==> config.mk <==
export PLATFORM = sky130hd
export DESIGN_NAME = ppcf_queue
export DESIGN_NICKNAME = d
export VERILOG_FILES = /design/src/hw/rtl/ppcf_pkg.sv /design/src/hw/rtl/ppcf_queue.sv
export SDC_FILE = /design/constraint.sdc
export NUM_CORES = 1
export LEC_CHECK = 0
export BUFFER_PORTS_ARGS = -buffer_cell sky130_fd_sc_hd__buf_2
export CAP_MARGIN = 5
export CORE_AREA = 2 2 42 73
export CTS_CLUSTER_SIZE = 10
export DETAILED_ROUTE_END_ITERATION = 8
export DIE_AREA = 0 0 44 75
export GPL_ROUTABILITY_DRIVEN = 1
export PLACE_DENSITY = 0.79
export SETUP_SLACK_MARGIN = 0.05
export SKIP_LAST_GASP = 1
export SYNTH_ARGS = -nofsm -noshare
export SYNTH_HDL_FRONTEND = slang
export SYNTH_SLANG_ARGS = --single-unit
==> constraint.sdc <==
create_clock -name clk -period 2 [get_ports clk]
set_input_delay 0.3 -clock clk [delete_from_list [all_inputs] [get_ports clk]]
set_output_delay 0.3 -clock clk [all_outputs]
set_load 0.05 [all_outputs]
==> src/hw/rtl/ppcf_pkg.sv <==
// Shared constants, codes and types for the planar penalty contact force block.
`default_nettype none

package ppcf_pkg;

	// Default coordinate width (signed Q16.16 at 32 bits)
	localparam int COORD_WIDTH_DEF = 32;

	// Fixed field widths
	localparam int GROUP_W    = 32;
	localparam int DAMAGE_W   = 17;
	localparam int STIFF_W    = 16;
	localparam int SHEAR_W    = 32;
	localparam int KG_W       = STIFF_W + SHEAR_W;
	localparam int KGW_W      = 64;
	localparam int FORCE_W    = 48;
	localparam int OUTCOME_W  = 3;
	localparam int DEN_SHIFT  = 24;
	localparam int CFG_IDX_W  = 2;
	localparam int CFG_DATA_W = 32;

	// Multiplier slice width and queue depth (power of two)
	localparam int MUL_CHUNK = 16;
	localparam int Q_DEPTH   = 4;

	// Damage of one, Q1.16
	localparam logic [DAMAGE_W-1:0] W_ONE = 17'h10000;

	// Force limits, signed Q32.16
	localparam logic [FORCE_W-1:0] F_MAX     = 48'h7FFF_FFFF_FFFF;
	localparam logic [FORCE_W-1:0] F_MIN_MAG = 48'h8000_0000_0000;

	// Register indexes
	localparam logic [CFG_IDX_W-1:0] REG_STIFFNESS = 2'd0;
	localparam logic [CFG_IDX_W-1:0] REG_SHEAR     = 2'd1;
	localparam logic [CFG_IDX_W-1:0] REG_GROUP     = 2'd2;

	// Result codes, also used as the item class inside the pipeline
	typedef enum logic [OUTCOME_W-1:0] {
		OUT_SKIP    = 3'd0,
		OUT_NOCONT  = 3'd1,
		OUT_APPLIED = 3'd2,
		OUT_ZERO    = 3'd3,
		OUT_SAT     = 3'd4
	} outcome_t;

endpackage

`default_nettype wire

==> src/hw/rtl/ppcf_queue.sv <==
// Small flip-flop queue between the front and back parts.
`default_nettype none

module ppcf_queue #(
	parameter int W = 8
) (
	input  wire logic         clk,
	input  wire logic         arst_n,
	input  wire logic         push,
	input  wire logic [W-1:0] push_data,
	output logic              full,
	input  wire logic         pop,
	output logic              not_empty,
	output logic [W-1:0]      pop_data
);

	localparam int DEPTH = ppcf_pkg::Q_DEPTH;
	localparam int PTR_W = $clog2(DEPTH);

	logic [W-1:0]     mem_q [DEPTH];
	logic [PTR_W-1:0] wr_ptr_q;
	logic [PTR_W-1:0] rd_ptr_q;
	logic [PTR_W:0]   cnt_q;

	assign full      = cnt_q == (PTR_W+1)'(DEPTH);
	assign not_empty = cnt_q != '0;
	assign pop_data  = mem_q[rd_ptr_q];

	// Pointers and fill count
	always_ff @(posedge clk or negedge arst_n) begin
		if (!arst_n) begin
			wr_ptr_q <= '0;
			rd_ptr_q <= '0;
			cnt_q    <= '0;
		end else begin
			if (push) begin
				wr_ptr_q <= wr_ptr_q + 1'b1;
			end
			if (pop) begin
				rd_ptr_q <= rd_ptr_q + 1'b1;
			end
			if (push && !pop) begin
				cnt_q <= cnt_q + 1'b1;
			end else if (pop && !push) begin
				cnt_q <= cnt_q - 1'b1;
			end
		end
	end

	always_ff @(posedge clk) begin
		if (push) begin
			mem_q[wr_ptr_q] <= push_data;
		end
	end

endmodule

`default_nettype wire

==> run metrics <==
status complete, no violations; routed wire length around 2200 µm; IO Port Bufs 21; DRC viols 0; final net count 123; core area roughly 2700 µm²; die area roughly 3300 µm²; Hold Path Origin push_data[2]; FP Rows 25; startpoint class of the critical path flip-flop; Finished Core Util 0.6744; Chip Height 75 µm; vias per inst 5.436; Setup crit end kind output pin; CTS Buf Count 5; average size of a mapped cell about 20 µm²; worst-margin pin slew about 0.44 ns; #FFs+latches synth 39; Post-Place Worst Slack between 0.3 and 0.4 ns; die width approximately 44 µm; post-synth cell types 17; Period minus WS final 1.824 ns; Yosys Warn Count 0; Worst Hold Class in2reg; max cap viols 0; Worst Setup Slack, final 0.1757 ns; Post-Synthesis Cells 76; # resized after CTS 0; syn_nets 94; GRT Util Overall 0.1641; final slew viol count 0; Worst VDD drop 1.119 mV; WL met2 between 1000 and 1500 µm; fmax between 500 and 600 MHz; # diodes 0; final non-filler cell total between 100 and 150; Reg clk slew, reported paths roughly 0.07 ns; final count of negative-setup-slack endpoints 0; setup TNS 0 ns; Clock Path Buffers 2; routability cong. 0.6302; LEAKAGE ~0.70 nW; CTS tree built; vias in the first global route 802; crit path from rd_ptr_q[0]; setup slack, reg-to-reg slightly below 0.6 ns; Skew-Pair Late Insertion Delay roughly 0.28 ns; initial antenna violation count 0; H-Tree Depth 2; CTS sink cnt 39; M1 WL around 830 µm; wire per inst 16.53 µm; Design Area, Final 1814 µm²; placed cells roughly 120; worst-path fanout max 6; vias 723; post-synthesis cell area 1549 µm²; top sig layer met4; CP required between 1.5 and 2 ns; CP arrival around 1.5 ns; met3 WL 102 µm; final clock skew slightly below 0.003 ns; Hold Vio Cnt, Final 0; Seq/Total Area, Yosys 0.7334; GRT Residual Overflow 0; Antenna Nets Post-Route 0; global-route wire length before repair about 3700 µm; layout cells sized above 1 0.3774; largest net degree at the start of global routing 13; area grow syn2layout 17.12%; Worst R2R Start cnt_q[0]; DP HPWL 1590 µm; clock root buffer clkbuf_8; Iteration-0 DRC Markers 18; Cell Area, Placed ~1700 µm²; drt first pass iters 4; P per Cell Area between 1500 and 2000 nW/µm²; RSZ-0062 raised after global routing no; CP Class reg2out; final cycle utilization of the critical path 0.9121; IO Pins 22; max_slew headroom 0.7100; effective utilization at floorplan 0.5758
layer usage:
metal | global-route usage | vias to the layer above
li1 | - | 342
met1 | 0.1528 | 357
met2 | 0.3056 | 20
met3 | 0.06235 | 4
met4 | 0.07071 | 0
met5 | 0 | -
layout by cell type, fill, tap and decap left out, drive strengths merged:
cell,n
nor2,1
buf,23
edfxtp,32
xnor2,2
and2,4
o21ai,1
fa,1
nor3b,1
dlygate4sd3,1
dfrtp,7
ha,5
xor2,4
or3,1
nand2,2
inv,4
mux2,1
mux4,8
bufinv,1
clkinv,1
clkbuf,6
registers in the layout (all words and copies together), names as in the netlist:
signal	count
rd_ptr_q	2
cnt_q	3
mem_q	32
wr_ptr_q	2
critical path, cell delays in order (launching register included):
cell and delay, ns:
dfrtp_1 0.35, buf_4 0.17, mux4_2 0.50, buf_2 0.22
cells by family after synthesis:
logic type               synth area share
adder cells (fa/ha/maj)           0.05331
AND/OR/NAND/NOR                   0.03231
flip-flops                         0.7334
XOR/XNOR                          0.03393
buffers and inverters             0.02019
AO/OA/AOI/OAI                    0.003228
multiplexers                       0.1236
per-stage QoR:
step | hold slack (ns) | total power, mW
2_1_floorplan | 0.004409 | 2.114
6_report | 0.2281 | 2.979
4_1_cts | 0.2169 | 3.020
3_5_place_dp | 0.1438 | 2.366
3_3_place_gp | 0.1421 | 2.325
5_1_grt | 0.2180 | 3.130
cell usage after synthesis:
cell / n / area [µm²]
mux4_2: 8 / 180.2
edfxtp_1: 32 / 960.9
and2_1: 4 / 25.02
nand2_1: 2 / 7.510
or3_1: 1 / 6.260
o21ai_0: 1 / 5.000
nor3b_1: 1 / 7.510
xnor2_1: 2 / 17.52
buf_6: 1 / 11.26
dfrtp_1: 7 / 175.2
buf_2: 1 / 5.000
inv_1: 4 / 15.01
fa_1: 1 / 20.02
ha_1: 5 / 62.56
nor2_1: 1 / 3.750
mux2_2: 1 / 11.26
xor2_1: 4 / 35.03
worst paths after layout:
check	end	cells after the start
setup / recovery	pop_data[2]	3
hold / removal	mem_q[3][2]	1
min in group asynchronous	cnt_q[0]	2
max in group asynchronous	wr_ptr_q[1]	2
setup reg to reg	cnt_q[2]	4
hold reg to reg	cnt_q[2]	1
what timing repair did:
item                                   4_1_cts  5_1_grt
hold buffers                                 1        0
buffers inserted                             0        0
endpoints found under the hold margin        7        0
final cells by class:
class	count	area, µm²
clock inverters	2	35.03
inverters	4	15.01
well taps	27	33.78
clock buffers	6	82.58
repair buffers	24	130.1
flip-flops and latches	39	1136
multi-input cells	31	381.6
fillers	180	875.8
power by group:
part           total, mW  switching [mW]  internal (mW)  leakage, nW
registers           1.22           0.126           1.09        0.376
clock network      0.653           0.250          0.403       0.0612
logic               1.11           0.717          0.394        0.259
total               2.98            1.09           1.89        0.696
Power figures use the tool's default switching activity.
