`src/hw/rtl/ppcf_pkg.sv`:
```
// Shared constants, codes and types for the planar penalty contact force block.
`default_nettype none

package ppcf_pkg;

	// Default coordinate width (signed Q16.16 at 32 bits)
	localparam int COORD_WIDTH_DEF = 32;

	// Fixed field widths
	localparam int GROUP_W    = 32;
	localparam int DAMAGE_W   = 17;
	localparam int STIFF_W    = 16;
	localparam int SHEAR_W    = 32;
	localparam int KG_W       = STIFF_W + SHEAR_W;
	localparam int KGW_W      = 64;
	localparam int FORCE_W    = 48;
	localparam int OUTCOME_W  = 3;
	localparam int DEN_SHIFT  = 24;
	localparam int CFG_IDX_W  = 2;
	localparam int CFG_DATA_W = 32;

	// Multiplier slice width and queue depth (power of two)
	localparam int MUL_CHUNK = 16;
	localparam int Q_DEPTH   = 4;

	// Damage of one, Q1.16
	localparam logic [DAMAGE_W-1:0] W_ONE = 17'h10000;

	// Force limits, signed Q32.16
	localparam logic [FORCE_W-1:0] F_MAX     = 48'h7FFF_FFFF_FFFF;
	localparam logic [FORCE_W-1:0] F_MIN_MAG = 48'h8000_0000_0000;

	// Register indexes
	localparam logic [CFG_IDX_W-1:0] REG_STIFFNESS = 2'd0;
	localparam logic [CFG_IDX_W-1:0] REG_SHEAR     = 2'd1;
	localparam logic [CFG_IDX_W-1:0] REG_GROUP     = 2'd2;

	// Result codes, also used as the item class inside the pipeline
	typedef enum logic [OUTCOME_W-1:0] {
		OUT_SKIP    = 3'd0,
		OUT_NOCONT  = 3'd1,
		OUT_APPLIED = 3'd2,
		OUT_ZERO    = 3'd3,
		OUT_SAT     = 3'd4
	} outcome_t;

endpackage

`default_nettype wire

```
`src/hw/rtl/ppcf_front.sv`:
```
// Front part: accepts a particle, classifies it, forms s - x and the undamaged weight.
`default_nettype none

module ppcf_front #(
	parameter int CW = ppcf_pkg::COORD_WIDTH_DEF
) (
	input  wire logic                           clk,
	input  wire logic                           arst_n,
	input  wire logic                           in_valid,
	output logic                                in_stall,
	input  wire logic [ppcf_pkg::GROUP_W-1:0]   particle_groups,
	input  wire logic                           has_mass,
	input  wire logic [CW-1:0]                  pos_x,
	input  wire logic [CW-1:0]                  pos_y,
	input  wire logic [CW-1:0]                  pos_z,
	input  wire logic [CW-1:0]                  surf_x,
	input  wire logic [CW-1:0]                  surf_y,
	input  wire logic [CW-1:0]                  surf_z,
	input  wire logic [CW-1:0]                  norm_x,
	input  wire logic [CW-1:0]                  norm_y,
	input  wire logic [CW-1:0]                  norm_z,
	input  wire logic [ppcf_pkg::DAMAGE_W-1:0]  damage_level,
	input  wire logic [ppcf_pkg::GROUP_W-1:0]   group_select,
	input  wire logic                           q_full,
	output logic                                q_push,
	output logic [6*CW+3+ppcf_pkg::DAMAGE_W+ppcf_pkg::OUTCOME_W-1:0] q_data
);

	localparam int QW = 6*CW + 3 + ppcf_pkg::DAMAGE_W + ppcf_pkg::OUTCOME_W;

	logic                          accept;
	logic                          skip;
	logic                          zero_n;
	logic [CW:0]                   dx;
	logic [CW:0]                   dy;
	logic [CW:0]                   dz;
	logic [ppcf_pkg::DAMAGE_W-1:0] w;
	ppcf_pkg::outcome_t            cls;
	logic                          f_vld_s1;
	logic [QW-1:0]                 f_data_s1;

	assign accept   = in_valid && !in_stall;
	assign in_stall = f_vld_s1 && q_full;
	assign q_push   = f_vld_s1 && !q_full;
	assign q_data   = f_data_s1;

	// Classification
	assign skip   = !has_mass || ((particle_groups & group_select) == '0);
	assign zero_n = (norm_x == '0) && (norm_y == '0) && (norm_z == '0);
	always_comb begin
		if (skip) begin
			cls = ppcf_pkg::OUT_SKIP;
		end else if (zero_n) begin
			cls = ppcf_pkg::OUT_ZERO;
		end else begin
			cls = ppcf_pkg::OUT_APPLIED;
		end
	end

	// Offset from particle to surface point, and undamaged weight
	assign dx = {surf_x[CW-1], surf_x} - {pos_x[CW-1], pos_x};
	assign dy = {surf_y[CW-1], surf_y} - {pos_y[CW-1], pos_y};
	assign dz = {surf_z[CW-1], surf_z} - {pos_z[CW-1], pos_z};
	assign w  = (damage_level > ppcf_pkg::W_ONE) ? '0 : ppcf_pkg::W_ONE - damage_level;

	always_ff @(posedge clk or negedge arst_n) begin
		if (!arst_n) begin
			f_vld_s1 <= 1'b0;
		end else if (accept) begin
			f_vld_s1 <= 1'b1;
		end else if (q_push) begin
			f_vld_s1 <= 1'b0;
		end
	end

	// Item layout: class, weight, d z/y/x, n z/y/x
	always_ff @(posedge clk) begin
		if (accept) begin
			f_data_s1 <= {cls, w, dz, dy, dx, norm_z, norm_y, norm_x};
		end
	end

endmodule

`default_nettype wire

```
`config.mk`:
```
export PLATFORM = sky130hd
export DESIGN_NAME = ppcf_front
export DESIGN_NICKNAME = d
export VERILOG_FILES = /design/src/hw/rtl/ppcf_pkg.sv /design/src/hw/rtl/ppcf_front.sv
export SDC_FILE = /design/constraint.sdc
export NUM_CORES = 1
export LEC_CHECK = 0
export BUFFER_PORTS_ARGS = -buffer_cell sky130_fd_sc_hd__buf_2
export CAP_MARGIN = 25
export CORE_AREA = 2 2 228 230
export DETAILED_ROUTE_END_ITERATION = 8
export DIE_AREA = 0 0 230 232
export GPL_ROUTABILITY_DRIVEN = 1
export PLACE_DENSITY = 0.55
export SETUP_SLACK_MARGIN = 0.15
export SLEW_MARGIN = 30
export SYNTH_ARGS = -nofsm -noshare
export SYNTH_HDL_FRONTEND = slang
export SYNTH_SLANG_ARGS = --single-unit
```
`constraint.sdc`:
```
create_clock -name clk -period 23.1 [get_ports clk]
set_input_delay 2.31 -clock clk [delete_from_list [all_inputs] [get_ports clk]]
set_output_delay 2.31 -clock clk [all_outputs]
set_load 0.05 [all_outputs]
```
==> summary by stage <==
Status
The flow ran to the end, and the final reports show no timing, DRC or antenna violations.

Cells and area
The fraction of layout cells with a size suffix above 1 is 36.6%. The area used by multi-input combinational logic is 5660 um^2. The layout has 5202 filler cells. For this run, the number of standard cells in the final layout without fillers is 2470. The number of nets in the finished design is 2240. Registers take 6450 um^2. The area growth from synthesis to final layout is 37.4%. The post-route cell area is 17400 um^2.

Job
The number of maximum-capacitance constraint violations is 0.

Floorplanning
The die is 232 um tall. The die extent in x is 230 um. The die outline area is 53400 um^2.

591 I/O pins were placed. The core region is 50900 um^2. The initial utilization of the core area, before any placement, comes to 24.9%. The cell row count is 83.

GRT
Summed over all layers, the global routing overflow is 0. Entering global routing, the biggest net connects 78 pins. The first global-routing pass estimated 68.0 mm of wire. The via count of the first global-routing pass is 11600. The initial antenna violation count is 14. Global routing consumed, over all layers together, 16.6% of the routing resources.

Logic synthesis
The share of synthesized area spent on multiplexers is 0.0789%. After synthesis, the largest family of logic cells by area is compound AO/OA/AOI/OAI gates. The cell taking the most area after synthesis is sky130_fd_sc_hd__edfxtp_1.

Summing the areas of all compound-gate instances in the mapped netlist gives 16.1% of the synthesized area. In this run, synthesis produced a sequential element count of 215. The post-synthesis instance total is 1169.

The total standard cell area after synthesis is 12700 um^2. The synthesized netlist contains 73 unique library cells. By area the synthesized netlist is led by sky130_fd_sc_hd__edfxtp_1 51%, sky130_fd_sc_hd__ha_1 9.6%, sky130_fd_sc_hd__inv_1 3.7%. Sorting the synthesized cells by how often they occur yields 214 x sky130_fd_sc_hd__edfxtp_1, 126 x sky130_fd_sc_hd__inv_1, 97 x sky130_fd_sc_hd__ha_1, 84 x sky130_fd_sc_hd__a21oi_1, 79 x sky130_fd_sc_hd__nor2_1. The most common cell in the synthesized netlist is sky130_fd_sc_hd__edfxtp_1. The synthesized design devotes to its leading area cell type 50.7% of total area. Summing the areas of all xor and xnor instances in the mapped netlist gives 6.15% of the synthesized area.

The post-synthesis adder-cell area fraction is 10.0%. Dividing the synthesized area by the synthesized cell count gives 10.8 um^2. Of all flip-flops after synthesis, the portion carrying an async set or reset was 0.465%. Summing the areas of all and, or, nand and nor instances in the mapped netlist gives 12.2% of the synthesized area. The total nets after synthesis is 1643.

The proportion of synthesized chip area in sequential cells is 50.9%. Among all flip-flop cells after synthesis, the most frequent one is sky130_fd_sc_hd__edfxtp_1. The synthesized design contains 214 enable-type register cells. Yosys printed 0 warnings.

Clock tree
The clock tree root driver cell is sky130_fd_sc_hd__clkbuf_16. Counting the buffers created by CTS gives 27. TritonCTS built the clock tree.

The count of hold buffers inserted by post-cts repair is 0. The clock reaches the later pin of the worst-skew pair after 0.55 ns. Once the clock tree was built, the resizer swapped 0 gates to a different size. The clock drives 215 sinks. The number of H-tree branching levels is 1.

Post-CTS timing repair inserted 0 buffers for setup. The maximum number of buffers from clock root to sink is 3. Clock-pin slew was measured on the worst setup and hold paths at 0.06 ns.

Placed design
Detailed placement ended at an HPWL of 39.4 mm. The placed standard-cell area is 16400 um^2. The number of buffers added on ports is 589. The final estimated routing congestion in global placement is 0.946. Counting tap cells, the placed design contains a total of 2417 instances.

Setup path
In this design, the stage delay of the slowest critical-path cell is 0.30 ns. The worst setup path is of the input port to output pin kind. The worst setup path is launched from an input port. The number of buffers and inverters on the critical path is 2. The kind of capture point of the worst setup path is an output pin. For the worst setup path, the data arrival time is 2.89 ns. Counting stages on the worst path, the most repeated cell is sky130_fd_sc_hd__buf_2.

Broken down by cell family, the worst path's largest delay share belongs to buffers and inverters. Walking the worst path, the cells encountered are buf_2, and2_1, buf_2. The largest individual stage delay along the critical path comes from the cell sky130_fd_sc_hd__buf_2. The largest fanout on the critical path is 3. At the worst endpoint, the required time is 20.79 ns.

Worst hold path
The kind of path behind the tightest hold check is flop to flop.

Power
The peak supply drop is 0.0500 mV. The sequential cell fraction of total power is 36.4%. The total leakage power is 7.99 nW. The cell-internal power is 890 uW. The final total power is 1.33 mW. The power density over cell area is 76.2 nW/um^2. The part of the total power dissipated in the clock network is 36.1%. In this run the power spent charging and discharging nets is 436 uW.

The combinational group share of total power is 27.5%. The switching share of total power is 32.9%.

Detailed routing
For this run, design rule violations remaining after detail routing come to 0. After detailed routing, the number of vias per cell comes to 4.66. The number of iterations in the first detailed-routing pass is 6. The violation count after the first detailed-routing iteration is 596. The final routed wire length divided by cell count is 19.1 um.

The count of nets left with antenna violations once routing finished came out at 0. For this block, the routed nets add up to 47.2 mm of wire. The count of vias placed by the detailed router is 11500.

STA
The setup TNS is 0 ns. The highest clock rate is 192 MHz. At the pin with the least slew margin, the transition time is 0.949 ns. Setup repair after global routing left no endpoint under its margin. The max-slew violation total from the final report came to 0. In this run the tightest slew margin relative to its limit is 36.8%. The final setup violation count is 0. The total count of hold-check failures in the final report was 0. Hold timing on the final database bottoms out at a slack of 0.716 ns.

The setup skew after layout is 0.0150 ns. The final period demand of the worst path is 5.20 ns. The worst path uses 22.5% of the clock period.
[power by group through the flow]
stage | Combinational, mW | Clock (mW) | Sequential (mW)
4_1_cts | 0.367 | 0.493 | 0.483
2_1_floorplan | 0.140 | 0 | 0.605
5_1_grt | 0.392 | 0.507 | 0.486
3_5_place_dp | 0.365 | 0 | 0.491
3_3_place_gp | 0.363 | 0 | 0.491
6_report | 0.365 | 0.478 | 0.483
[cell families (layout without fill, tap and decap cells)]
logic type	after synthesis	after routing
simple gates	307	307
compound gates	305	305
flops	215	215
buf+inv	151	767
fa+ha+maj	100	100
xor+xnor	89	89
other cells	1	6
mux	1	1
[worst min-delay path, stage by stage, from the launching register on]
cell	delay, ns
sky130_fd_sc_hd__dfrtp_1	0.34
sky130_fd_sc_hd__and2_1	0.21
sky130_fd_sc_hd__or2_2	0.14
[cells in the final DEF, fill, tap and decap left out, types with 4 or more instances in the layout]
cell type                   netlist  final
sky130_fd_sc_hd__xor2_1          38     38
sky130_fd_sc_hd__a22oi_1         16     16
sky130_fd_sc_hd__and3_1           7      7
sky130_fd_sc_hd__clkbuf_16        0     27
sky130_fd_sc_hd__and2_1           4      4
sky130_fd_sc_hd__nor3_1          19     19
sky130_fd_sc_hd__nand4_1         26     26
sky130_fd_sc_hd__buf_2            1    589
sky130_fd_sc_hd__o31ai_1          5      5
sky130_fd_sc_hd__a31oi_1         13     13
sky130_fd_sc_hd__xnor2_1         51     51
sky130_fd_sc_hd__a21o_1          42     42
sky130_fd_sc_hd__clkinv_1         0      4
sky130_fd_sc_hd__nor2b_1         19     18
sky130_fd_sc_hd__nor4_1          30     30
sky130_fd_sc_hd__a311oi_1         4      4
sky130_fd_sc_hd__ha_1            97     97
sky130_fd_sc_hd__bufinv_16        0      8
sky130_fd_sc_hd__nand2b_1        13     13
sky130_fd_sc_hd__nor2_1          79     79
sky130_fd_sc_hd__inv_1          126    126
sky130_fd_sc_hd__o21ai_1          6      6
sky130_fd_sc_hd__o21a_1          19     19
sky130_fd_sc_hd__diode_2          0      5
sky130_fd_sc_hd__o21ai_0         45     45
sky130_fd_sc_hd__o211ai_1         6      6
sky130_fd_sc_hd__nand3_1         21     21
sky130_fd_sc_hd__or2_2            4      4
sky130_fd_sc_hd__nand2_1         69     69
sky130_fd_sc_hd__a21oi_1         84     84
sky130_fd_sc_hd__edfxtp_1       214    214
sky130_fd_sc_hd__a211oi_1         9      9
sky130_fd_sc_hd__o21bai_1        16     16
[layout make-up]
cell class              instances  area share (%)
flip-flops and latches        215            37.0
multi-input cells             803            32.5
repair buffers                593            17.1
well taps                     680            4.89
clock buffers                  29            3.92
inverters                     126            2.72
clock inverters                19            1.77
diodes                          5          0.0718
[layer usage]
metal / vias to the layer above / share of wire (%) / global-route usage [%]
met2: 439 / 51 / 30.5
li1: 5530 / - / -
met5: - / 0.076 / 0
met4: 6 / 3.3 / 5.89
met3: 89 / 6.3 / 3.24
met1: 5442 / 39 / 19.1
[worst paths after layout]
check	start	end	slack (ns)	cells past startpoint
max	q_full	in_stall	17.90	3
min	f_vld_s1	f_vld_s1	0.72	2
max reg2reg	f_vld_s1	q_data[209]	20.32	4
min reg2reg	f_vld_s1	f_vld_s1	0.72	2
max in group asynchronous	arst_n	f_vld_s1	21.48	1
min in group asynchronous	arst_n	f_vld_s1	1.53	1
[metrics by stage]
stage,util (%),worst slack [ns]
4_1_cts,34.2,17.91
6_report,34.2,17.90
3_3_place_gp,32.2,17.91
5_1_grt,34.2,17.89
3_5_place_dp,32.2,17.91
2_1_floorplan,-,10.26
[registers in the layout, indices dropped and copies added, names as in the netlist]
register / flops
q_data: 214
f_vld_s1: 1
Note: power is estimated with default switching activity, not from simulation.
